<file path="src/design/gibs_pkg.sv">
package gibs_pkg;

    localparam int COORD_W    = 13;
    localparam int LEN_W      = 12;
    localparam int AREA_W     = 24;
    localparam int INTER_W    = 24;
    localparam int UNI_W      = 25;
    localparam int THR_W      = 9;
    localparam int IDX_W      = 10;
    localparam int CMP_W      = UNI_W + THR_W;
    localparam int IN_DATA_W  = 56;
    localparam int OUT_DATA_W = 16;
    localparam int OUT_PAD_W  = OUT_DATA_W - IDX_W - 2;

    localparam logic [THR_W-1:0] THR_RESET = 9'd115;

    typedef struct packed {
        logic signed [COORD_W-1:0] x;
        logic signed [COORD_W-1:0] y;
        logic [LEN_W-1:0]          w;
        logic [LEN_W-1:0]          h;
    } t_box;

    typedef struct packed {
        logic               vld;
        t_box               cand;
        logic [AREA_W-1:0]  area;
        logic               sup;
        logic               act;
        logic [INTER_W-1:0] inter;
        logic [UNI_W-1:0]   uni;
    } t_flow;

    function automatic logic iou_over(input logic [INTER_W-1:0] inter,
                                      input logic [UNI_W-1:0] uni,
                                      input logic [THR_W-1:0] thr);
        logic [CMP_W-1:0] lhs;
        logic [CMP_W-1:0] rhs;
        lhs = {2'b00, inter, 8'h00};
        rhs = CMP_W'(uni) * CMP_W'(thr);
        return lhs > rhs;
    endfunction

    function automatic logic [LEN_W-1:0] overlap(input logic signed [COORD_W-1:0] a0,
                                                 input logic [LEN_W-1:0] alen,
                                                 input logic signed [COORD_W-1:0] b0,
                                                 input logic [LEN_W-1:0] blen);
        logic signed [COORD_W:0] lo;
        logic signed [COORD_W:0] ae;
        logic signed [COORD_W:0] be;
        logic signed [COORD_W:0] hi;
        logic signed [COORD_W:0] d;
        lo = (a0 > b0) ? {a0[COORD_W-1], a0} : {b0[COORD_W-1], b0};
        ae = {a0[COORD_W-1], a0} + $signed((COORD_W+1)'(alen));
        be = {b0[COORD_W-1], b0} + $signed((COORD_W+1)'(blen));
        hi = (ae < be) ? ae : be;
        d  = hi - lo;
        return (hi > lo) ? LEN_W'(d) : '0;
    endfunction

endpackage

</file>
<file path="src/design/gibs_cell.sv">
module gibs_cell #(
    parameter int CNT_W = 7,
    parameter int IDX   = 0
) (
    input  logic                               i_clk,
    input  logic                               i_rst_n,
    input  logic [gibs_pkg::THR_W-1:0]         i_thr,
    input  logic [CNT_W-1:0]                   i_kept_cnt,
    input  logic                               i_wr_en,
    input  gibs_pkg::t_box                     i_wr_box,
    input  logic [gibs_pkg::AREA_W-1:0]        i_wr_area,
    input  gibs_pkg::t_flow                    i_flow,
    output gibs_pkg::t_flow                    o_flow
);

    gibs_pkg::t_box                      r_box;
    logic [gibs_pkg::AREA_W-1:0]         r_area;
    gibs_pkg::t_flow                     r_flow;
    gibs_pkg::t_flow                     n_flow;
    logic [gibs_pkg::LEN_W-1:0]          w_iw;
    logic [gibs_pkg::LEN_W-1:0]          w_ih;
    logic [gibs_pkg::INTER_W-1:0]        w_inter;

    always_comb begin
        w_iw    = gibs_pkg::overlap(i_flow.cand.x, i_flow.cand.w, r_box.x, r_box.w);
        w_ih    = gibs_pkg::overlap(i_flow.cand.y, i_flow.cand.h, r_box.y, r_box.h);
        w_inter = gibs_pkg::INTER_W'(w_iw) * gibs_pkg::INTER_W'(w_ih);
        n_flow       = i_flow;
        n_flow.sup   = i_flow.sup
                     | (i_flow.act & gibs_pkg::iou_over(i_flow.inter, i_flow.uni, i_thr));
        n_flow.act   = (i_kept_cnt > CNT_W'(IDX));
        n_flow.inter = w_inter;
        n_flow.uni   = gibs_pkg::UNI_W'(i_flow.area) + gibs_pkg::UNI_W'(r_area)
                     - gibs_pkg::UNI_W'(w_inter);
    end

    always_ff @(posedge i_clk) begin
        if (!i_rst_n) begin
            r_flow <= '0;
        end else begin
            r_flow <= n_flow;
        end
    end

    always_ff @(posedge i_clk) begin
        if (i_wr_en && (i_kept_cnt == CNT_W'(IDX))) begin
            r_box  <= i_wr_box;
            r_area <= i_wr_area;
        end
    end

    assign o_flow = r_flow;

endmodule

</file>
<file path="config.mk">
export PLATFORM = sky130hd
export DESIGN_NAME = gibs_cell
export DESIGN_NICKNAME = d
export VERILOG_FILES = /design/src/design/gibs_pkg.sv /design/src/design/gibs_cell.sv
export SDC_FILE = /design/constraint.sdc
export NUM_CORES = 1
export LEC_CHECK = 0
export BUFFER_PORTS_ARGS = -buffer_cell sky130_fd_sc_hd__buf_2
export CORE_MARGIN = 4
export CORE_UTILIZATION = 36
export CTS_BUF_LIST = sky130_fd_sc_hd__clkbuf_4 sky130_fd_sc_hd__clkbuf_8
export DETAILED_ROUTE_END_ITERATION = 6
export PLACE_DENSITY = 0.62
export SLEW_MARGIN = 20
export SYNTH_ARGS = -nofsm -noshare
export SYNTH_HDL_FRONTEND = slang
export SYNTH_SLANG_ARGS = --single-unit
</file>
<file path="constraint.sdc">
create_clock -name i_clk -period 17.4 [get_ports i_clk]
set_input_delay 1.74 -clock i_clk [delete_from_list [all_inputs] [get_ports i_clk]]
set_output_delay 1.74 -clock i_clk [all_outputs]
set_load 0.005 [all_outputs]
</file>
**Yosys cells after proc, flatten, opt, wreduce, memory -nomap -nowiden**

Index checks and enable logic that the tools add are counted.

- $mul: 2
- Add/sub/neg operators: 8
- Reductions and logical operators: 2
- Mux-type cells: 6
- Equality and inequality tests: 0
- Div/mod/pow operators: 0
- $lt $le $gt $ge: 8
- Shift-type cells: 0
- Bitwise logic cells: 2

Operators by type and width:

| kind | number |
|---|---|
| 13-bit by 13-bit adder with 14-bit output | 4 |
| 14-bit 2-to-1 mux | 4 |
| 32-bit by 34-bit greater-than comparator with 1-bit output | 1 |
| 25-bit by 9-bit multiplier with 34-bit output | 1 |
| 14-bit greater-than comparator | 2 |
| 14-bit < comparator | 2 |
| 13-bit greater-than comparator | 2 |
| 24-bit by 24-bit adder with 25-bit output | 1 |
| 25-bit by 24-bit subtractor with 25-bit output | 1 |
| 12-bit by 12-bit multiplier with 24-bit output | 1 |
| 12-bit 2-to-1 mux | 2 |
| 12-bit subtractor | 2 |
| 7-bit by 1-bit greater-than comparator with 1-bit output (second input constant) | 1 |
| 7-bit zero test | 1 |
| 1-bit bitwise AND | 1 |
| 1-bit logical AND | 1 |
| 1-bit bitwise OR | 1 |

- Bits in latches: 0
- Output and inout bits: 126
- Memory bits (read-only): 0
- Word-level logic and storage cells: 43
- Memories kept: 0
- Input bits: 219
- RAM bits: 0
- Register bits: 200

**Depth between registers and ports, before layout**

Gate-level depths: netlist (run 1).

- Depth in word-level cells: 7
- Gate-level depth with buffers: 62
- Mapped depth without buffers: 59

**Least setup slack after synthesis (run 1)**

OpenSTA, ideal clock, no wires.

- Path kind: input to register
- Start: in i_flow[87] (netlist bit)
- End: reg r_flow (netlist bit o_flow[23])
- Stages on the path: 57
- Buffers on the path: 4
- Setup time: 78 ps
- Setup slack: 3957 ps
- Arrival time: 13365 ps
- Required time: 17322 ps
- Path through: ha_1 -> inv_1 -> fa_1 -> nor2b_1 -> o31ai_1 -> a21oi_1 -> a21oi_1 -> nor2b_1 -> o21a_1 -> o41ai_1 -> xor2_1 -> inv_1 -> ha_1 -> and4_1 -> nand2_1 -> a21oi_1 -> buf_4 -> mux2i_1 -> (+21 left out) -> inv_1 -> ha_1 -> nor2b_1 -> o21a_1 -> nor2_1 -> o21bai_1 -> a21oi_1 -> xor2_1 -> fa_1 -> ha_1 -> a211o_1 -> or2_2 -> o221a_2 -> a2111o_1 -> o211ai_1 -> a21oi_1 -> o21a_1 -> nor3_1

- Cells in the longest elaborated chain, start to end: 7
- Elaborated cells on any way between the ends: 8
- Classes of those cells: add/sub (3); mul (1); order compare (2); mux (2)

RTL lines:

| element | line | RTL |
|---|---|---|
| start: declaration | gibs_cell.sv:12 | `input gibs_pkg::t_flow i_flow,` |
| 13-bit by 13-bit adder with 14-bit output (*) | gibs_pkg.sv:54 | `ae = {a0[COORD_W-1], a0} + $signed((COORD_W+1)'(alen));` |
| 14-bit < comparator | gibs_pkg.sv:56 | `hi = (ae < be) ? ae : be;` |
| 14-bit 2-to-1 mux (*) | gibs_pkg.sv:56 |  |
| 12-bit subtractor / 14-bit greater-than comparator (equally long branches) | gibs_pkg.sv:57, gibs_pkg.sv:58 |  |
| 12-bit 2-to-1 mux (*) | gibs_pkg.sv:58 | `return (hi > lo) ? LEN_W'(d) : '0;` |
| 12-bit by 12-bit multiplier with 24-bit output (*) | gibs_cell.sv:27 | `w_inter = gibs_pkg::INTER_W'(w_iw) * gibs_pkg::INTER_W'(w_ih);` |
| 25-bit by 24-bit subtractor with 25-bit output (*) | gibs_cell.sv:34 | `- gibs_pkg::UNI_W'(w_inter);` |
| end signal: assignment | gibs_cell.sv:41 | `r_flow <= n_flow;` |
| end: declaration | gibs_cell.sv:18 | `gibs_pkg::t_flow r_flow;` |

Every way passes the cells marked *; elsewhere a longest branch is shown, timed or not.
A chain may end at the register's enable or synchronous reset.

**Worst setup path in the final report (run 1)**

Ends and elaborated chain as after synthesis.

==> results of run 1 <==
==> state kept, by name, summed over array words and instances (netlist names) <==
register,flops
o_flow,126
r_box,50
r_area,24
==> cells in the final DEF (no fill, tap or decap), drive strengths merged, types with 6 or more instances in the layout <==
| cell | n |
|---|---|
| fa | 292 |
| nand3 | 25 |
| a2111oi | 7 |
| inv | 412 |
| or2 | 9 |
| clkbuf | 17 |
| nand4 | 18 |
| o21ai | 73 |
| or3 | 6 |
| edfxtp | 74 |
| nor3 | 46 |
| and2 | 158 |
| a211oi | 17 |
| xor2 | 59 |
| and4 | 6 |
| and3 | 21 |
| ha | 291 |
| a21o | 61 |
| nor4 | 10 |
| a31oi | 10 |
| xnor2 | 54 |
| dfxtp | 126 |
| mux2 | 13 |
| nand2b | 23 |
| o21a | 23 |
| nor2 | 141 |
| o21bai | 13 |
| clkinv | 7 |
| mux2i | 40 |
| a211o | 7 |
| a21oi | 117 |
| buf | 352 |
| o211ai | 13 |
| nand2 | 328 |
| nor2b | 31 |
==> cell type report <==
cell class	count	area (µm²)
Clock inverter	15	201.4
Sequential cell	200	4745
Antenna cell	1	2.502
Tap cell	864	1081
Multi-Input combinational cell	1968	17600
Inverter	406	1524
Fill cell	6623	39040
Timing Repair Buffer	352	1785
Clock buffer	17	234.0
==> per-stage QoR <==
step	setup slack [ns]	std cells	hold WS [ns]	utilization	area, µm²
4_1_cts	3.211	3822	0.8954	0.4103	27170
5_1_grt	2.117	3823	0.9545	0.4104	27170
3_3_place_gp	2.798	3790	0.8620	0.4037	26730
2_1_floorplan	3.957	2662	0.7435	-	24230
3_5_place_dp	2.557	3790	0.8639	0.4037	26730
6_report	3.115	3823	0.8543	0.4104	27170
==> kinds of logic (layout without fill, tap and decap cells) <==
family,Yosys count,in the layout,share of synthesized area
AO/OA/AOI/OAI,386,386,0.1056
AND/OR/NAND/NOR,831,831,0.1644
XOR/XNOR,113,113,0.04085
buffers and inverters,494,790,0.07788
other,0,1,0
adder cells (fa/ha/maj),585,585,0.3924
multiplexers,53,53,0.02303
flip-flops,200,200,0.1958
==> worst paths after layout <==
path	from	end	slack [ns]	depth (start not counted)
setup / recovery	i_flow[87]	o_flow[23]	3.11	54
setup reg to reg	r_box[37]	o_flow[23]	3.72	52
hold reg to reg	r_area[23]	o_flow[24]	0.85	4
hold / removal	r_area[23]	o_flow[24]	0.85	4
==> worst min-delay path: stages, from the launching register on <==
cell	delay (ns)
edfxtp_1	0.37
inv_1	0.11
fa_1	0.21
xor2_1	0.07
nor2_1	0.07
==> metal layers <==
layer  vias up  GRT usage
met2       469     0.3143
met4         0    0.03948
met3        56    0.03537
li1       9256          -
met1      9113     0.2423
met5         -          0
==> impl_summary.md, run 1 <==
Critical path
The family of cells with the greatest summed delay on the critical path is compound AO/OA/AOI/OAI gates. Of all nets on the critical path, the largest fanout is 27. The worst setup path is launched from a primary input.

The critical path start-end classification is primary input to flop. Counting both buffers and inverters, the worst setup path holds a total of 6. The arrival time at the worst endpoint is 14.78 ns. The nature of the critical path endpoint is a flop. The slowest cell on the critical path is o22a_1.

The critical path's largest stage delay is 0.68 ns. Counting stages on the worst path, the most repeated cell is fa_1. The data required time of the worst path is 17.89 ns.

Global routing
The number of global-route vias before repair is 19389. The first global-routing pass estimated 103700 µm of wire. Across every metal layer, demand over resource in global routing totals 0.1835. The initial antenna violation count is 1. After global routing the overflow that remains totals 0. The largest net degree at the start of global routing is 76.

Synth
The synthesized cell area is 24230 µm². The net count after synthesis is 3464. In the synthesized netlist the dominant register cell turns out to be dfxtp_1. By area the synthesized netlist is led by fa_1, ha_1, dfxtp_1. In the post-synthesis netlist, the cell with the most instances is inv_1. After synthesis the netlist holds a flip-flop and latch count of 200.

The number of flops mapped to enable cells by yosys is 74. The area share of the largest cell type after synthesis is 0.2413. After synthesis, the netlist uses 79 different library cells. The number of instances in the synthesized netlist is 2662. The number of warnings issued by yosys is 0. The largest total area in the synthesized netlist belongs to fa_1. The commonest cells after synthesis are inv_1, nand2_1, fa_1.

Counting flops with an async set or reset pin after synthesis yields a share of 0. A synthesized cell averages 9.102 µm². The sequential-to-total area share from yosys stat is 0.1958.

CTS
In this run the post-CTS setup repair buffer count came out at 0. The count of hold buffers inserted by post-cts repair is 0. Counting the buffers created by CTS gives 17.

The clock tree synthesis step divided the H-tree into 4 levels. The clock reaches the later pin of the worst-skew pair after 0.57 ns. The clock tree from TritonCTS is done. For this design, the sink count on the clock tree is 200.

The clock root buffer master is clkbuf_8. The count of instances resized after the clock tree is built is 0. The clock transition time at the flip-flop clock pins of the worst setup and hold paths is 0.12 ns. The clock passes through at most 2 buffers.

Floorplan
The floorplan step set the die height to 267.4 µm. The effective utilization at floorplan is 0.3659. The floorplan step set the die width to 267.4 µm. The area of the core is 66220 µm². The floorplan row count is 94. 345 I/O pins were placed. The floorplan step defined a die boundary enclosing 71520 µm².

Detailed routing
The first-pass iteration count of the detailed router is 5. The wire length on met1 is 28720 µm. Dividing the detail-routed via count by the number of cells gives 4.942. The detailed-routed wire length on met2 is 31380 µm. The post-route DRC violation count is 0. Dividing the detail-routed wire length by the instance count gives 16.95 µm. For this block, the routed nets add up to 64820 µm of wire.

Detailed routing inserted a total of 18894 vias. The violation count after the first detailed-route iteration is 945. The met3 wire length is 3827 µm.

In this run the remaining antenna-violating nets after routing total 0. The highest metal layer used by the detailed router is met4.

Cells and area
The layout overhead on the synthesized area is 12.16%. Of the cells placed in the final design, the portion with a size suffix greater than 1 is 0.1437. At the end of the flow, the number of nets in the layout was 3747.

Timing
After routing, the total negative slack on setup checks comes to 0 ns. Setup violations remaining at the end of the flow were counted as 0. Setup repair after global routing left no endpoint under its margin.

In this run the tightest slew margin relative to its limit is 0.3416. The number of failing hold endpoints at the final stage came to 0. The max-slew violation count is 0.

Timing would allow up to 70.00 MHz. For the pin with the worst max-slew slack, the measured transition is 0.9786 ns. On the final layout, the worst clock skew is 0.03196 ns.

The time the worst path needs with I/O delays and setup is 14.29 ns. The final clock period utilization by the worst path is 0.8210.

Run status
The run finished with clean final reports.

Place
The routability-driven placement congestion ratio is 0.9169. In this run the tool buffered the top-level ports with 344 buffer cells. Detailed placement ended at an HPWL of 54290 µm.

Job
The number of maximum-capacitance constraint violations is 0.

Worst hold path
The worst hold path class is flop to flop.
Power of run 1 is not shown: default switching activity piles up to over one toggle a cycle in this logic, so the estimate is an artifact.
==> inputs of run 2 (changes only) <==
--- a/config.mk
+++ b/config.mk
@@ -5,6 +5,7 @@
 export SDC_FILE = /design/constraint.sdc
 export NUM_CORES = 1
 export LEC_CHECK = 0
+export ABC_AREA = 1
 export BUFFER_PORTS_ARGS = -buffer_cell sky130_fd_sc_hd__buf_2
 export CORE_MARGIN = 4
 export CORE_UTILIZATION = 36
==> constraint.sdc (replaced) <==
create_clock -name i_clk -period 14.2 [get_ports i_clk]
set_input_delay 1.42 -clock i_clk [delete_from_list [all_inputs] [get_ports i_clk]]
set_output_delay 1.42 -clock i_clk [all_outputs]
set_load 0.005 [all_outputs]
==> run 2 against run 1 <==
Routed wire length up 8.6%. Core utilization decreased by 0.57 points. Cell count is 18% higher. Die area is 4.7% higher. Via count rose by 13%. Flip-flop and latch count unchanged. Non-clock buffer count decreased by 4. Register-to-register slack got worse by 2.1 ns.
==> impl_summary.md, run 2 <==
Global routing
For this run the aggregate overflow at the end of global routing stands at 0. The initial antenna violation count is 1. The global routing usage summed across all routing layers is 0.1909.

The largest net degree at the start of global routing is 89. The number of global-route vias before repair came to 21789. The wire length of the first global-routing pass is 114200 µm.

Timing
The slew at the pin closest to its max-slew limit is 0.9868 ns. Of the available clock period, the critical path in the final layout requires 0.8840. Based on the critical path, the design can be clocked at up to 79.67 MHz. Setup repair after global routing left no endpoint under its margin.

The worst clock skew is 0.02792 ns. The max-slew violation count was 0. The smallest clock period supported by the final layout is computed as 12.55 ns. The number of failing setup endpoints in the final timing report is 0. The headroom to the max-slew limit is 0.3397. The number of failing hold endpoints at the final stage is 0. After routing, the total negative slack on setup checks comes to 0 ns.

Critical path
The critical path's largest stage delay is 0.55 ns. The critical path in this run is classified as primary input to flop. The category of the worst setup path launch point is a primary input. The largest fanout of any net on the critical path is 13.

The largest individual stage delay along the critical path comes from the cell fa_1. For the worst setup path, the data arrival time is 13.00 ns. The most prevalent standard cell on the critical path is inv_1. The data required time of the worst path is 14.65 ns. The nature of the critical path endpoint is a flop.

CTS
In this run the clock root is driven by a clkbuf_8. The clock passes through at most 2 buffers. For the worst-skew pair, the clock arrives at the later sink with an insertion delay of 0.57 ns.

The clock tree from TritonCTS is done. The count of hold buffers inserted by post-cts repair is 0. The clock transition time at the flip-flop clock pins of the worst setup and hold paths is 0.11 ns. The setup fix buffers added after clock tree synthesis is 0.

After clock tree synthesis, the repair step resized 0 gates. The number of buffers added by the clock tree synthesis step is 17. The total number of H-tree levels is 4. Counting every sink on the clock net gives 200.

Synth
The mean instance size in the synthesized netlist is 7.765 µm². In this run the cell area of the synthesized design comes to 25410 µm². In the synthesized netlist the async set-or-reset flop fraction comes to 0.

The most common cell in the netlist is nand2_1. The biggest area consumer among synthesized cells is fa_1. Counting flops with a built-in enable in the synthesized netlist gives 74. The top flip-flop cell by instance count after synthesis is dfxtp_1. After synthesis, the cell types taking the most area are fa_1, ha_1, nand2_1. In this run, synthesis produced a sequential element count of 200. The share of synthesized area in the top cell type comes to 0.2301.

After synthesis, the most frequently instantiated cells are nand2_1, inv_1, fa_1. The number of instances in the synthesized netlist is 3272. The sequential-to-total area share from yosys stat is 0.1868. When the netlist entered floorplanning its net count stood at 4074. Yosys printed 0 warnings. The count of unique library cells instantiated by Yosys is 55.

Cells and area
The layout overhead on the synthesized area is 11.55%. The final non-filler cell total is 4504. The register with the most flip-flops in the layout has 126 of them. The number of nets in the layout is 4352. The share of cells above drive strength 1 is 0.1269. The library cell used most frequently in the layout, excluding fill and tap cells, is nand2_1. The design area is 28340 µm². Leaving out fill and tap cells, the most frequent cells in the layout are nand2_1, inv_1, buf_2.

Detailed routing
The violation count after the first detailed-route iteration is 1308. The post-route DRC violation count is 0. The first-pass iteration count of the detailed router is 5. Dividing the detail-routed via count by the number of cells gives 4.758.

The vias after detailed routing is 21432. The routed length per instance is 15.63 µm. The count of nets left with antenna violations once routing finished came out at 0. Wires add up to 70400 µm.

Job
The number of maximum-capacitance constraint violations is 0.

Worst hold path
The worst hold path belongs to the class flop to flop.

Floorplan
The number of top-level design ports is 345. The effective utilization at floorplan is 0.3628. The area of the core is 70030 µm². The floorplan row count is 97. Measured along the y axis, the die boundary spans 273.7 µm. The floorplan step defined a die boundary enclosing 74880 µm². The die span in x is 273.7 µm.

Place
The area of placed instances is 27910 µm². The post-detailed-placement half-perimeter wirelength is 59090 µm. At the end of routability-driven placement, the weighted congestion stood at 0.9193. Once placement completed, the tool counted placed cells totaling 4471. In this run the tool buffered the top-level ports with 344 buffer cells.

Run status
The run finished with clean final reports.
==> run 2: path summary, 6_finish.rpt <==
| check | cells past startpoint | end | startpoint | slack (ns) |
|---|---|---|---|---|
| max | 59 | o_flow[22] | i_flow[112] | 1.65 |
| max reg2reg | 59 | o_flow[22] | r_box[37] | 1.66 |
| min | 3 | o_flow[24] | r_area[23] | 0.76 |
| min reg2reg | 3 | o_flow[24] | r_area[23] | 0.76 |
==> run 2: logic make-up after synthesis <==
group                    Yosys count  synth area share
adder cells (fa/ha/maj)          583            0.3734
flip-flops                       200            0.1868
AO/OA/AOI/OAI                    354           0.07767
AND/OR/NAND/NOR                 1233            0.2063
XOR/XNOR                          94           0.03241
buffers and inverters            808            0.1235
==> run 2: per-layer routing <==
| layer | vias up | part of all wire | track usage |
|---|---|---|---|
| li1 | 10646 | - | - |
| met1 | 10135 | 0.44 | 0.2498 |
| met2 | 547 | 0.49 | 0.3275 |
| met3 | 104 | 0.046 | 0.02735 |
| met4 | 0 | 0.028 | 0.05773 |
| met5 | - | 0 | 0 |
==> run 2: cell type report <==
cell class                 instances  area, µm²
tap                              940       1176
timing repair buffer             348       1754
multi-input combinational       2264      17530
fill                            7346      41690
clock inverter                    15      191.4
antenna                            1      2.502
inverter                         719       2709
clock buffer                      17      234.0
sequential                       200       4745
==> run 2: stage by stage <==
step / util / worst slack [ns] / hold WS, ns
final: 0.4047 / 1.648 / 0.7628
after global routing: 0.4047 / 0.5415 / 0.8483
after CTS: 0.4047 / 1.696 / 0.7707
after detailed placement: 0.3986 / 1.143 / 0.7495
after global placement: 0.3986 / 1.269 / 0.7307
after floorplan: - / 2.550 / 0.6862
==> run 2: worst max-delay path: cells and delay by family <==
kind	cells	cell delay, ns
AND/OR/NAND/NOR	19	3.43
AO/OA/AOI/OAI	14	2.19
buffers and inverters	12	0.80
XOR/XNOR	1	0.13
adder cells (fa/ha/maj)	13	4.98
Power of run 2 is left out for the same reason.
